==> src/hdl/joint_encoder_fusion_extrapolator_top_assert.svh <==
// assertion macros for the joint encoder fusion top level
`ifndef JOINT_ENCODER_FUSION_EXTRAPOLATOR_TOP_ASSERT_SVH
`define JOINT_ENCODER_FUSION_EXTRAPOLATOR_TOP_ASSERT_SVH

// same-cycle implication, disabled during reset
`define JEFE_ASSERT_NOW(label, clk, rst, ante, cons) \
   label: assert property (@(posedge clk) disable iff (rst) (ante) |-> (cons)) \
      else $error("jefe check failed");

// next-cycle implication, disabled during reset
`define JEFE_ASSERT_NEXT(label, clk, rst, ante, cons) \
   label: assert property (@(posedge clk) disable iff (rst) (ante) |=> (cons)) \
      else $error("jefe check failed");

`endif

==> src/hdl/jefe_pkg.sv <==
// types, constants and helper functions for the joint encoder fusion block
`default_nettype none

package jefe_pkg;

   // tracked position width and fractional bits of the elapsed time
   localparam int ANGLE_WIDTH    = 32;
   localparam int TIME_FRAC_BITS = 20;

   // fixed field widths
   localparam int VOLT_W    = 16;
   localparam int ENC_W     = 32;
   localparam int ELAPSED_W = 20;

   // velocity times elapsed time, elapsed taken as a non-negative signed value
   localparam int PROD_W = ENC_W + ELAPSED_W + 1;
   // working width for position sums before saturation
   localparam int WIDE_W = ((ANGLE_WIDTH > PROD_W) ? ANGLE_WIDTH : PROD_W) + 2;

   // action codes
   localparam logic ACTION_SNAPSHOT = 1'b0;
   localparam logic ACTION_PRIME    = 1'b1;

   typedef struct packed {
      logic                     action;
      logic signed [VOLT_W-1:0] supply_voltage;
      logic signed [VOLT_W-1:0] motor_voltage;
      logic signed [VOLT_W-1:0] motor_current;
      logic signed [ENC_W-1:0]  abs_angle;
      logic signed [ENC_W-1:0]  inc_angle;
      logic signed [ENC_W-1:0]  abs_speed;
      logic signed [ENC_W-1:0]  inc_speed;
      logic [ELAPSED_W-1:0]     elapsed;
   } jefe_req_type;

   typedef struct packed {
      logic signed [ENC_W-1:0] joint_position;
      logic signed [ENC_W-1:0] joint_velocity;
      logic signed [ENC_W-1:0] inc_position_est;
      logic signed [ENC_W-1:0] abs_position_est;
      logic                    fresh;
   } jefe_rsp_type;

   typedef struct packed {
      logic [VOLT_W-1:0]             last_supply_voltage;
      logic [VOLT_W-1:0]             last_motor_voltage;
      logic [VOLT_W-1:0]             last_motor_current;
      logic [ENC_W-1:0]              last_abs_angle;
      logic [ENC_W-1:0]              last_inc_angle;
      logic [ENC_W-1:0]              last_abs_speed;
      logic [ENC_W-1:0]              last_inc_speed;
      logic signed [ANGLE_WIDTH-1:0] position_acc;
      logic signed [ENC_W-1:0]       velocity_reg;
      logic signed [ANGLE_WIDTH-1:0] inc_position_acc;
      logic signed [ANGLE_WIDTH-1:0] abs_position_acc;
   } jefe_state_type;

   // clamp a wide sum to the signed position range
   function automatic logic signed [ANGLE_WIDTH-1:0] sat_angle(
      input logic signed [WIDE_W-1:0] v);
      logic [WIDE_W-ANGLE_WIDTH:0] top_bits;
      top_bits = v[WIDE_W-1:ANGLE_WIDTH-1];
      if (&top_bits || !(|top_bits)) begin
         sat_angle = v[ANGLE_WIDTH-1:0];
      end else if (v[WIDE_W-1]) begin
         sat_angle = {1'b1, {(ANGLE_WIDTH-1){1'b0}}};
      end else begin
         sat_angle = {1'b0, {(ANGLE_WIDTH-1){1'b1}}};
      end
   endfunction

   // low bits of the sign-extended position
   function automatic logic signed [ENC_W-1:0] out_word(
      input logic signed [ANGLE_WIDTH-1:0] v);
      logic signed [WIDE_W-1:0] w;
      w = WIDE_W'(v);
      out_word = w[ENC_W-1:0];
   endfunction

endpackage

`default_nettype wire

==> src/hdl/jefe_in_stage.sv <==
// input register stage with valid/ready handshake
`default_nettype none

module jefe_in_stage (
   input  logic                  clock,
   input  logic                  reset,
   input  logic                  req_valid,
   output logic                  req_ready,
   input  jefe_pkg::jefe_req_type req_data,
   input  logic                  take,
   output logic                  stage_valid,
   output jefe_pkg::jefe_req_type stage_data
);
   import jefe_pkg::*;

   logic         valid_ff;
   logic         valid_in;
   jefe_req_type data_ff;

   // refill in the same cycle the held beat moves on
   assign req_ready = !valid_ff || take;
   assign valid_in  = req_ready ? req_valid : valid_ff;

   always_ff @(posedge clock) begin
      if (reset) begin
         valid_ff <= 1'b0;
      end else begin
         valid_ff <= valid_in;
      end
   end

   always_ff @(posedge clock) begin
      if (req_valid && req_ready) begin
         data_ff <= req_data;
      end
   end

   assign stage_valid = valid_ff;
   assign stage_data  = data_ff;

endmodule

`default_nettype wire

==> config.mk <==
export PLATFORM = sky130hd
export DESIGN_NAME = jefe_in_stage
export DESIGN_NICKNAME = d
export VERILOG_FILES = /design/src/hdl/joint_encoder_fusion_extrapolator_top_assert.svh /design/src/hdl/jefe_pkg.sv /design/src/hdl/jefe_in_stage.sv
export SDC_FILE = /design/constraint.sdc
export NUM_CORES = 1
export LEC_CHECK = 0
export BUFFER_PORTS_ARGS = -buffer_cell sky130_fd_sc_hd__buf_2
export CORE_AREA = 5 5 154 156
export DETAILED_ROUTE_END_ITERATION = 8
export DIE_AREA = 0 0 159 161
export PLACE_DENSITY = 0.58
export SLEW_MARGIN = 20
export SYNTH_ARGS = -nofsm -noshare
export SYNTH_HDL_FRONTEND = slang
export SYNTH_SLANG_ARGS = --single-unit
==> constraint.sdc <==
create_clock -name clock -period 5.95 [get_ports clock]
set_input_delay 0.2975 -clock clock [delete_from_list [all_inputs] [get_ports clock]]
set_output_delay 0.2975 -clock clock [all_outputs]
set_load 0.03 [all_outputs]
## Word level (Yosys, flattened, before mapping)

Index checks and enable logic that the tools add are counted.

| operators by class | value |
|---|---|
| reductions and logical operators | 3 |

Operator list:

| operator | number |
|---|---|
| 1-bit logical AND | 1 |
| 1-bit zero test | 1 |
| 1-bit logical OR | 1 |

| word-level totals | value |
|---|---|
| register bits | 198 |
| input port bits | 201 |
| output and inout bits | 199 |

## Logic depth before layout (Yosys ltp)

| depth | value |
|---|---|
| depth after elaboration | 3 |
| mapped depth | 2 |
| depth with buffers taken out | 2 |

## Least setup slack after synthesis

Ideal clock, no wire load.

| path | value |
|---|---|
| path kind | reg-to-reg |
| from | reg valid_ff, in the netlist stage_valid |
| to | reg data_ff, in the netlist stage_data[0], enable pin |
| setup time | 0.422 ns |
| arrival time | 2.044 ns |
| path slack | 3.484 ns |
| stages on the path, launching flop included | 3 |
| path buffers | 0 |
| period minus slack after synthesis | 2.466 ns |
| cell sequence | dfxtp_1 nand2b_4 and2_4 |

| on the way | value |
|---|---|
| word-level cells in the longest chain between the ends | 3 |

Ends and longest elaborated chain:

| element | RTL line | RTL |
|---|---|---|
| start, declared | jefe_in_stage.sv:16 | `logic valid_ff;` |
| start signal, assigned | jefe_in_stage.sv:28 | `valid_ff <= valid_in;` |
| 1-bit zero test | jefe_in_stage.sv:21 | `assign req_ready = !valid_ff \|\| take;` |
| 1-bit logical OR | jefe_in_stage.sv:21 |  |
| net req_ready | jefe_in_stage.sv:8 | `output logic req_ready,` |
| 1-bit logical AND | jefe_in_stage.sv:33 | `if (req_valid && req_ready) begin` |
| end signal, assigned | jefe_in_stage.sv:34 | `data_ff <= req_data;` |
| end, declared | jefe_in_stage.sv:18 | `jefe_req_type data_ff;` |

The timed path passes the listed nets, and every way through them passes these cells.
A chain may end at the register's enable or synchronous reset.

## Final worst setup path

| path | value |
|---|---|
| from | reg valid_ff, in the netlist stage_valid |
| to | reg data_ff, in the netlist stage_data[90], enable pin |

| on the way | value |
|---|---|
| word-level cells in the longest chain between the ends | 3 |

Ends and longest elaborated chain:

| element | RTL line |
|---|---|
| 1-bit zero test | jefe_in_stage.sv:21 |
| 1-bit logical OR | jefe_in_stage.sv:21 |
| 1-bit logical AND | jefe_in_stage.sv:33 |

Every way passes these cells.

==> impl_metrics.csv <==
group,metric,value,unit
yosys,synth-xor-area-share,0,%
timing,setup_violations,0,
die,coreArea,0.0222,mm^2
routing,routed_wl,16300,um
yosys,synth.cell_area,0.00597,mm^2
yosys,synth_cell_types,6,
routing,via_count,3597,
yosys,synth_top_family_by_area,"simple AND/OR/NAND/NOR gates",
worst_setup_path,max_stage_delay,0.78,ns
yosys,synth_seq_cells,198,
timing,tightest_slew,1.02,ns
clock_network,hold_buffers,0,
power,irDropWorstVdd,0.162,mV
worst_setup_path,crit_fanout,80,
worst_setup_path,worstPathArrival,1.98,ns
clock_network,cts_resized,0,
yosys,yosysSeqAreaShare,99.4,%
run,drv_cap,0,
finish,nNetsFinal,825,
clock_network,clk_latency,0.42,ns
yosys,syn_inst,202,
global_route,grt_max_degree,81,
place,place.port_buffers,399,
clock_network,clock-sinks,198,
timing,rsz0062_at_grt,"no",
routing,drc,0,
global_route,antenna_found_initial,6,
power,total_power,3.06,mW
timing,relSlewSlack,31.8,%
clock_network,cts_buffer_depth,2,
global_route,grtUsageTotal,12.2,%
routing,detail-route-antenna-nets,0,
yosys,synth_top_area_share,99.1,%
worst_setup_path,critPathKind,"reg -> reg",
clock_network,htreeDepth,4,
timing,finalHoldViolCount,0,
yosys,avgSynthCellArea,29.6,um^2
routing,wire_per_inst,17.7,um
die,pin_count,400,
worst_setup_path,rrSetupSlack,4.00,ns
routing,first_iter_violations,145,
worst_setup_path,critPathTopFamily,"buffers and inverters",
clock_network,cts_setup_buffers,0,
global_route,grt_pass1_vias,3889,
timing,fmax,0.513,GHz
clock_network,cts_root_buf,"clkbuf_16",
yosys,syn-num-nets,403,
routing,vias_per_cell,3.90,
worst_setup_path,crit_slowest_cell,"buf_4",
timing,fin_tns_setup,0,ns
yosys,yosys.area_share.adder,0,%
die,start_util,26.9,%
yosys,yosys.area_share.simple,0.377,%
yosys,synth_area_leader_cell,"edfxtp_1",
routing,dr.pass1.iters,4,
timing,fin_skew,0.00882,ns
finish,fill_cells,2105,
finish,synthToLayoutAreaGrowth,49.1,%
worst_setup_path,cp_num_buf_inv,1,
clock_network,clk_pin_slew,0.07,ns
die,rows,55,
clock_network,cts_tree,"done",
global_route,overflow,0,
die,die-height,161,um
worst_setup_path,crit_required,5.98,ns
finish,finish.instance_area,0.00890,mm^2
die,die_w,159,um
place,placed_area,0.00835,mm^2
run_status,status,"complete, no violations",
clock_network,cts_made_buffers,17,
place,place_congestion,0.758,
global_route,grt_pass1_wl,23800,um
place,dp.cells,889,
die,die-area,0.0256,mm^2
yosys,synth-compound-area-share,0.147,%
timing,holdWs,0.0505,ns
worst_setup_path,crit_chain,"nand2b_4 -> and2_4 -> buf_4",
worst_setup_path,worst_setup_path_start_kind,"register",
finish,final_layout_size_suffix_gt1_share,68.3,%
yosys,muxShareOfSynthArea,0,%
yosys,synth_area_leaders,"edfxtp_1 (99%), dfxtp_1 (0.34%), nand2b_4 (0.23%)",
yosys,ys_warn_count,0,
worst_hold_path,hold_path_class,"in -> reg",
timing,period_minus_slack,1.95,ns
worst_setup_path,endpoint_kind,"register",
timing,period_share,32.7,%
timing,maxSlewViolCount,0,
power,p_leak,3.78,nW
finish,finalNonFillerCells,922,
power,power.density,343,mW/mm^2
worst reg2reg max path, delay by kind of cell, from the launching register on:
kind	cells	cell delay (ns)
buffers and inverters	1	0.78
flip-flops	1	0.34
AND/OR/NAND/NOR	2	0.34
through the flow:
step	util (%)	worst slack, ns
after global placement	37.6	3.93
final	40.1	4.00
after detailed placement	37.6	3.91
after global routing	40.1	3.89
after CTS	40.0	3.97
after floorplan	-	3.48
synthesized netlist by cell type:
library cell  instances
edfxtp_1            197
and2_4                1
nand2b_4              1
a21oi_2               1
dfxtp_1               1
inv_1                 1
cells in the final DEF (no fill, tap or decap):
cell,n
a21oi_2,1
and2_4,1
buf_2,399
buf_4,3
clkbuf_16,17
clkinv_1,1
clkinv_4,4
clkinvlp_4,2
dfxtp_1,1
diode_2,2
dlygate4sd3_1,1
edfxtp_1,197
inv_1,1
inv_6,2
inv_8,4
nand2b_4,1
routing by layer:
metal  up-vias  share of wire (%)  track usage [%]
li1       1665                  -                -
met1      1684                 36             13.1
met2       223                 51             20.4
met3        17                 12             6.92
met4         8                1.3             4.42
met5         -               0.26                0
final cells by class:
cell class | count | area (um^2) | area share (%)
Antenna cell | 2 | 5.00 | 0.0562
Clock buffer | 17 | 425 | 4.78
Clock inverter | 13 | 116 | 1.31
Inverter | 1 | 3.75 | 0.0422
Multi-Input combinational cell | 3 | 31.3 | 0.351
Sequential cell | 198 | 5940 | 66.7
Tap cell | 285 | 357 | 4.01
Timing Repair Buffer | 403 | 2030 | 22.8
power breakdown:
group | switching (mW) | internal [mW]
registers | 0.0185 | 1.63
clock network | 0.518 | 0.546
logic | 0.245 | 0.0992
cells by family after synthesis:
kind of cell | count (synthesis)
compound gates | 1
buf+inv | 1
flops | 198
simple gates | 2
final timing paths:
kind,cells past startpoint,from,endpoint
setup / recovery,3,stage_valid,stage_data[90]
setup reg to reg,3,stage_valid,stage_data[90]
hold / removal,1,req_data[62],stage_data[62]
hold reg to reg,2,stage_valid,stage_valid
state kept, by name (all words and copies together) (netlist names):
name and cells:
stage_valid 1, stage_data 197
Note: power is estimated with default switching activity, not from simulation.
