<file path="config.mk">
export PLATFORM = sky130hd
export DESIGN_NAME = jefe_fuse
export DESIGN_NICKNAME = d
export VERILOG_FILES = /design/src/hdl/joint_encoder_fusion_extrapolator_top_assert.svh /design/src/hdl/jefe_pkg.sv /design/src/hdl/jefe_fuse.sv
export SDC_FILE = /design/constraint.sdc
export NUM_CORES = 2
export LEC_CHECK = 0
export BUFFER_PORTS_ARGS = -buffer_cell sky130_fd_sc_hd__buf_2
export CAP_MARGIN = 20
export CORE_AREA = 2 2 368 370
export DETAILED_ROUTE_END_ITERATION = 8
export DIE_AREA = 0 0 370 372
export SETUP_SLACK_MARGIN = 0.02
export SYNTH_ARGS = -nofsm -noshare
export SYNTH_HDL_FRONTEND = slang
export SYNTH_SLANG_ARGS = --single-unit
</file>
<file path="constraint.sdc">
create_clock -name vclk -period 10.6
set_clock_uncertainty 0.2 [all_clocks]
set_input_delay 0 -clock vclk [all_inputs]
set_output_delay 0 -clock vclk [all_outputs]
set_load 0.01 [all_outputs]
</file>
<file path="src/hdl/joint_encoder_fusion_extrapolator_top_assert.svh">
// assertion macros for the joint encoder fusion top level
`ifndef JOINT_ENCODER_FUSION_EXTRAPOLATOR_TOP_ASSERT_SVH
`define JOINT_ENCODER_FUSION_EXTRAPOLATOR_TOP_ASSERT_SVH

// same-cycle implication, disabled during reset
`define JEFE_ASSERT_NOW(label, clk, rst, ante, cons) \
   label: assert property (@(posedge clk) disable iff (rst) (ante) |-> (cons)) \
      else $error("jefe check failed");

// next-cycle implication, disabled during reset
`define JEFE_ASSERT_NEXT(label, clk, rst, ante, cons) \
   label: assert property (@(posedge clk) disable iff (rst) (ante) |=> (cons)) \
      else $error("jefe check failed");

`endif

</file>
<file path="src/hdl/jefe_pkg.sv">
// types, constants and helper functions for the joint encoder fusion block
`default_nettype none

package jefe_pkg;

   // tracked position width and fractional bits of the elapsed time
   localparam int ANGLE_WIDTH    = 32;
   localparam int TIME_FRAC_BITS = 20;

   // fixed field widths
   localparam int VOLT_W    = 16;
   localparam int ENC_W     = 32;
   localparam int ELAPSED_W = 20;

   // velocity times elapsed time, elapsed taken as a non-negative signed value
   localparam int PROD_W = ENC_W + ELAPSED_W + 1;
   // working width for position sums before saturation
   localparam int WIDE_W = ((ANGLE_WIDTH > PROD_W) ? ANGLE_WIDTH : PROD_W) + 2;

   // action codes
   localparam logic ACTION_SNAPSHOT = 1'b0;
   localparam logic ACTION_PRIME    = 1'b1;

   typedef struct packed {
      logic                     action;
      logic signed [VOLT_W-1:0] supply_voltage;
      logic signed [VOLT_W-1:0] motor_voltage;
      logic signed [VOLT_W-1:0] motor_current;
      logic signed [ENC_W-1:0]  abs_angle;
      logic signed [ENC_W-1:0]  inc_angle;
      logic signed [ENC_W-1:0]  abs_speed;
      logic signed [ENC_W-1:0]  inc_speed;
      logic [ELAPSED_W-1:0]     elapsed;
   } jefe_req_type;

   typedef struct packed {
      logic signed [ENC_W-1:0] joint_position;
      logic signed [ENC_W-1:0] joint_velocity;
      logic signed [ENC_W-1:0] inc_position_est;
      logic signed [ENC_W-1:0] abs_position_est;
      logic                    fresh;
   } jefe_rsp_type;

   typedef struct packed {
      logic [VOLT_W-1:0]             last_supply_voltage;
      logic [VOLT_W-1:0]             last_motor_voltage;
      logic [VOLT_W-1:0]             last_motor_current;
      logic [ENC_W-1:0]              last_abs_angle;
      logic [ENC_W-1:0]              last_inc_angle;
      logic [ENC_W-1:0]              last_abs_speed;
      logic [ENC_W-1:0]              last_inc_speed;
      logic signed [ANGLE_WIDTH-1:0] position_acc;
      logic signed [ENC_W-1:0]       velocity_reg;
      logic signed [ANGLE_WIDTH-1:0] inc_position_acc;
      logic signed [ANGLE_WIDTH-1:0] abs_position_acc;
   } jefe_state_type;

   // clamp a wide sum to the signed position range
   function automatic logic signed [ANGLE_WIDTH-1:0] sat_angle(
      input logic signed [WIDE_W-1:0] v);
      logic [WIDE_W-ANGLE_WIDTH:0] top_bits;
      top_bits = v[WIDE_W-1:ANGLE_WIDTH-1];
      if (&top_bits || !(|top_bits)) begin
         sat_angle = v[ANGLE_WIDTH-1:0];
      end else if (v[WIDE_W-1]) begin
         sat_angle = {1'b1, {(ANGLE_WIDTH-1){1'b0}}};
      end else begin
         sat_angle = {1'b0, {(ANGLE_WIDTH-1){1'b1}}};
      end
   endfunction

   // low bits of the sign-extended position
   function automatic logic signed [ENC_W-1:0] out_word(
      input logic signed [ANGLE_WIDTH-1:0] v);
      logic signed [WIDE_W-1:0] w;
      w = WIDE_W'(v);
      out_word = w[ENC_W-1:0];
   endfunction

endpackage

`default_nettype wire

</file>
<file path="src/hdl/jefe_fuse.sv">
// change detection, source selection, extrapolation and saturation
`default_nettype none

module jefe_fuse (
   input  logic                    incremental_is_finer,
   input  jefe_pkg::jefe_req_type   req,
   input  jefe_pkg::jefe_state_type state_cur,
   output jefe_pkg::jefe_state_type state_nxt,
   output jefe_pkg::jefe_rsp_type   rsp
);
   import jefe_pkg::*;

   logic                        changed;
   logic                        fresh;
   logic signed [ELAPSED_W:0]   elapsed_s;
   logic signed [PROD_W-1:0]    prod;
   logic signed [PROD_W-1:0]    delta;
   logic signed [WIDE_W-1:0]    delta_w;
   logic signed [WIDE_W-1:0]    inc_w;
   logic signed [WIDE_W-1:0]    abs_w;
   logic signed [WIDE_W-1:0]    pos_w;
   logic signed [WIDE_W-1:0]    inc_pos_w;
   logic signed [WIDE_W-1:0]    abs_pos_w;

   assign changed = (req.supply_voltage != state_cur.last_supply_voltage)
                 || (req.motor_voltage  != state_cur.last_motor_voltage)
                 || (req.motor_current  != state_cur.last_motor_current)
                 || (req.abs_angle      != state_cur.last_abs_angle)
                 || (req.inc_angle      != state_cur.last_inc_angle)
                 || (req.abs_speed      != state_cur.last_abs_speed)
                 || (req.inc_speed      != state_cur.last_inc_speed);

   // velocity times time, arithmetic shift gives the floor
   assign elapsed_s = signed'({1'b0, req.elapsed});
   assign prod      = state_cur.velocity_reg * elapsed_s;
   assign delta     = prod >>> TIME_FRAC_BITS;

   assign delta_w   = WIDE_W'(delta);
   assign inc_w     = WIDE_W'(req.inc_angle);
   assign abs_w     = WIDE_W'(req.abs_angle);
   assign pos_w     = WIDE_W'(state_cur.position_acc);
   assign inc_pos_w = WIDE_W'(state_cur.inc_position_acc);
   assign abs_pos_w = WIDE_W'(state_cur.abs_position_acc);

   always_comb begin
      state_nxt = state_cur;
      fresh     = 1'b0;
      if (req.action == ACTION_PRIME) begin
         state_nxt.inc_position_acc = sat_angle(inc_w);
         state_nxt.abs_position_acc = sat_angle(abs_w);
         state_nxt.position_acc     = sat_angle(abs_w);
         state_nxt.velocity_reg     = '0;
      end else begin
         fresh                         = changed;
         state_nxt.last_supply_voltage = req.supply_voltage;
         state_nxt.last_motor_voltage  = req.motor_voltage;
         state_nxt.last_motor_current  = req.motor_current;
         state_nxt.last_abs_angle      = req.abs_angle;
         state_nxt.last_inc_angle      = req.inc_angle;
         state_nxt.last_abs_speed      = req.abs_speed;
         state_nxt.last_inc_speed      = req.inc_speed;
         if (changed) begin
            if (incremental_is_finer) begin
               state_nxt.velocity_reg = req.inc_speed;
               state_nxt.position_acc = sat_angle(pos_w + inc_w - inc_pos_w);
            end else begin
               state_nxt.velocity_reg = req.abs_speed;
               state_nxt.position_acc = sat_angle(abs_w);
            end
            state_nxt.inc_position_acc = sat_angle(inc_w);
            state_nxt.abs_position_acc = sat_angle(abs_w);
         end else begin
            // no new data: coast on the stored velocity
            state_nxt.position_acc     = sat_angle(pos_w + delta_w);
            state_nxt.inc_position_acc = sat_angle(inc_pos_w + delta_w);
            state_nxt.abs_position_acc = sat_angle(abs_pos_w + delta_w);
         end
      end
   end

   always_comb begin
      rsp.joint_position   = out_word(state_nxt.position_acc);
      rsp.joint_velocity   = state_nxt.velocity_reg;
      rsp.inc_position_est = out_word(state_nxt.inc_position_acc);
      rsp.abs_position_est = out_word(state_nxt.abs_position_acc);
      rsp.fresh            = fresh;
   end

endmodule

`default_nettype wire

</file>
# [Yosys cells after proc, flatten, opt, wreduce, memory -nomap -nowiden]
# Index checks and enable logic that the tools add are counted.
[classes] n_reduce_logical=22 magnitude_cmp=0 addsub=5 n_mul=1 shifts=0 eq_ne=7 div=0 n_mux=15 n_bitwise=0
[op_table] operator="32-bit two-way mux" n=10
[op_table] operator="176-bit two-way mux" n=1
[op_table] operator="128-bit two-way mux" n=1
[op_table] operator="64-bit two-way mux" n=2
[op_table] operator="32-bit != test" n=4
[op_table] operator="32-bit by 33-bit adder with 34-bit output" n=3
[op_table] operator="24-bit AND reduction" n=4
[op_table] operator="24-bit OR reduction" n=4
[op_table] operator="32-bit by 21-bit multiplier with 53-bit output" n=1
[op_table] operator="16-bit != test" n=3
[op_table] operator="33-bit by 32-bit subtractor with 34-bit output" n=1
[op_table] operator="32-bit by 32-bit adder with 33-bit output" n=1
[op_table] operator="1-bit logical OR" n=10
[op_table] operator="1-bit zero test" n=4
[op_table] operator="1-bit two-way mux" n=1
[word_totals] ff_bits=0 mem_bits_ro=0 output_inout_bits=433 elab_cells=50 latch_bits=0 mem_count=0 in_bits=502 ram_bits=0

# [Depth between registers and ports, before layout]
[depth] ltp_word=9 mapped_depth=43 depth_no_buf=39

# [Worst setup path before layout]
# OpenSTA, ideal clock, no wires.
[synth_timing] kind="input port to output port" start="input port state_cur[74] (netlist name)" end="output port state_nxt[19] (netlist name)" arrival_time_ns=9.565 path_buffers=4 slack_ns=0.835 path_stages=41 required_time_ns=10.400 cell_sequence="clkbuf_1 -> and2_1 -> fa_1 -> fa_1 -> inv_1 -> fa_1 -> inv_1 -> fa_1 -> inv_1 -> fa_1 -> inv_1 -> fa_1 -> inv_1 -> fa_1 -> inv_1 -> ha_1 -> a21oi_1 -> o211ai_1 -> [... 5 more ...] -> o41a_1 -> a221o_1 -> xor2_1 -> ha_1 -> a21o_1 -> o21bai_1 -> a221oi_1 -> o22ai_1 -> a21oi_1 -> o21a_1 -> o31a_1 -> a21boi_0 -> a311oi_1 -> buf_2 -> buf_2 -> nand2_1 -> a21oi_1 -> buf_4"
[synth_rtl] element="start, declared" line_no="jefe_fuse.sv:7" rtl="input jefe_pkg::jefe_state_type state_cur,"
[synth_rtl] element="end, declared" line_no="jefe_fuse.sv:8" rtl="output jefe_pkg::jefe_state_type state_nxt,"

==> flow_summary.toml <==
[setup_path]
critPathArrivalTime_ns = 10.16
critical_path.max_stage_delay_ns = 0.61
crit_path_start = "state_cur[67]"
cpMostUsedCell = "buf_4"
crit_path_max_fanout = 16
critPathKind = "primary input to primary output"
cp.required_ns = 10.40
critPathLaunchType = "primary input"
critPathSlowestCell = "fa_1"
end_kind = "primary output"

[finish]
design_area_sq_um = 47710
seq_cell_count = 0
nClkBuffers = 0
syn_to_final_growth_pct = 28.17
finalNetCount = 7155
drive_above_1_share_pct = 30.92
seq_area_sq_um = 0

[timing]
rsz0062_at_grt = "true"
fmax_mhz = 96.48
hold_violations = 0
setup_tns_ns = 0
tightest_slew_ns = 1.547
setup_viol = 0
layout_min_cycle_time_ns = 10.36
slew_violations = 2
slew_headroom_pct = -4.252
min_period_over_period_pct = 97.78

[global_route]
first_global_vias = 39500
grt.total_usage_pct = 38.81
grt_pass1_wl_microns = 355400
antenna_found_initial = 106
grt_overflow = 0
grt_max_degree = 128

[synthesis]
syn_avg_cell_area_sq_um = 8.128
ys_seq_area_share_pct = 0
postSynthCellCount = 4580
ys_warn_count = 0
synthDistinctLibCells = 81
synth_area_leaders = "fa_1 (36%), ha_1 (9.0%), inv_1 (8.6%)"
synth_top_area_share_pct = 35.97
syn_area_sq_um = 37230
synth_fp_nets = 6019
yosys.area.top_type = "fa_1"

[die]
dieArea_sq_um = 137600
die_h_microns = 372
die_width_microns = 370
ioPinCount = 935
coreArea_sq_um = 134300
start_util_pct = 27.72
rows = 135

[place]
dpl_cell_area_sq_um = 46550
gp_congestion = 1.098
portBuffers = 935
post-dp-hpwl_microns = 250000

[flow_run]
max_cap_violations = 1

[cts]
cts-hold-fix-buffers = 0

[detailed_routing]
ant_nets = 0
wirelength_microns = 274000
drt-pass1-iter-count = 6
viasPerCell = 5.289
vias = 39890
routedWlPerCell_microns = 36.33
post-route-drc-count = 0
drtIter0Drc = 3924

[outcome]
run_status = "complete, but fails checks"
violations = "max-capacitance violations, max-slew violations"

[worst_hold_path]
timing.hold.worst_endpoint = "state_nxt[247]"
hold_path.class = "primary input to primary output"
hold-path-cell-count = 3
hold_start = "state_cur[247]"
-- metal layers --
| layer | part of all wire, % | up-vias | track usage (%) |
|---|---|---|---|
| li1 | - | 16730 | - |
| met1 | 39 | 20410 | 47.44 |
| met2 | 43 | 2183 | 58.95 |
| met3 | 9.8 | 518 | 11.84 |
| met4 | 8.4 | 46 | 25.56 |
| met5 | 0.098 | - | 0 |
-- cell usage after synthesis, types with 19 or more instances --
cell type  instances
a211oi_1          46
a21o_1            75
a21oi_1          183
a22oi_1           30
a31oi_1           19
and2_1           382
buf_4            129
clkbuf_1         201
fa_1             669
ha_1             268
inv_1            854
mux2_2           138
mux2i_1           32
nand2_1          456
nand2b_1          29
nand3_1           41
nand4_1           41
nor2_1           175
nor3_1            31
nor4_1            53
o211ai_1          28
o21a_1            25
o21ai_0          134
xnor2_1          132
xor2_1           168
-- critical path, delay by kind of cell --
kind,cells,cell delay (ns)
buf+inv,15,2.17
xor+xnor,1,0.12
simple gates,10,1.81
compound gates,10,2.08
fa+ha+maj,9,3.92
-- how the worst max path moves through the flow --
stage / endpoint / cells after the start / slack, ns
2_1_floorplan: state_nxt[19] / 41 / 0.83
3_3_place_gp: rsp[54] / 41 / -0.52
3_5_place_dp: rsp[54] / 43 / -0.56
4_1_cts: state_nxt[35] / 46 / 0.03
5_1_grt: rsp[27] / 46 / -0.05
6_report: state_nxt[98] / 45 / 0.24
-- cell families after synthesis --
kind of cell             count (synthesis)  synth area share [%]
buffers and inverters                 1197                 13.42
adder cells (fa/ha/maj)                937                 44.98
XOR/XNOR                               300                 7.058
multiplexers                           170                 5.035
AO/OA/AOI/OAI                          699                 12.38
AND/OR/NAND/NOR                       1277                 17.12
-- layout make-up --
cell class / count / area, sq um
multi-input cells: 3383 / 32960
well taps: 1781 / 2228
diodes: 47 / 117.6
fillers: 14550 / 86570
inverters: 855 / 3209
repair buffers: 1476 / 9199
-- stage by stage --
step | hold WS (ns) | worst slack, ns | std cells | util [%]
floorplan | -0.05039 | 0.8346 | 4580 | -
global placement | 0.1531 | -0.5216 | 7452 | 34.62
detailed placement | 0.1591 | -0.5598 | 7460 | 34.67
CTS | 0.1612 | 0.02654 | 7463 | 34.80
global route | 0.1786 | -0.05253 | 7504 | 35.46
finish | 0.1639 | 0.2353 | 7542 | 35.53
-- repair_timing --
action	CTS	global route
endpoints found under the setup margin	181	188
buffers inserted	3	21
resized for setup	28	144
pin swaps	5	47
gates cloned	0	2
-- cell usage in the layout, fill, tap and decap left out, types with 15 or more instances in the layout --
master    netlist  layout
o211ai_1       28      28
mux2_2        138     138
fa_1          669     655
and2_1        382     380
a211oi_1       46      25
a22oi_1        30      18
nor2b_1        16      15
mux2i_1        32      32
diode_2         0      47
nand4_1        41      41
nor4_1         53      48
a21o_1         75      75
nand2_1       456     455
buf_2          10     918
o21a_1         25      24
inv_1         854     853
buf_6           1      20
a21oi_2         0      22
o21ai_0       134     118
o21ai_1         9      20
nor3_1         31      26
ha_1          268     262
nand3_1        41      38
o21bai_1       16      15
nor2_1        175     171
a211o_1        16      16
buf_4         129     501
xor2_1        168     165
nand2b_1       29      29
buf_12          0      22
xnor2_1       132     127
a21oi_1       183     157
a211oi_2        1      22
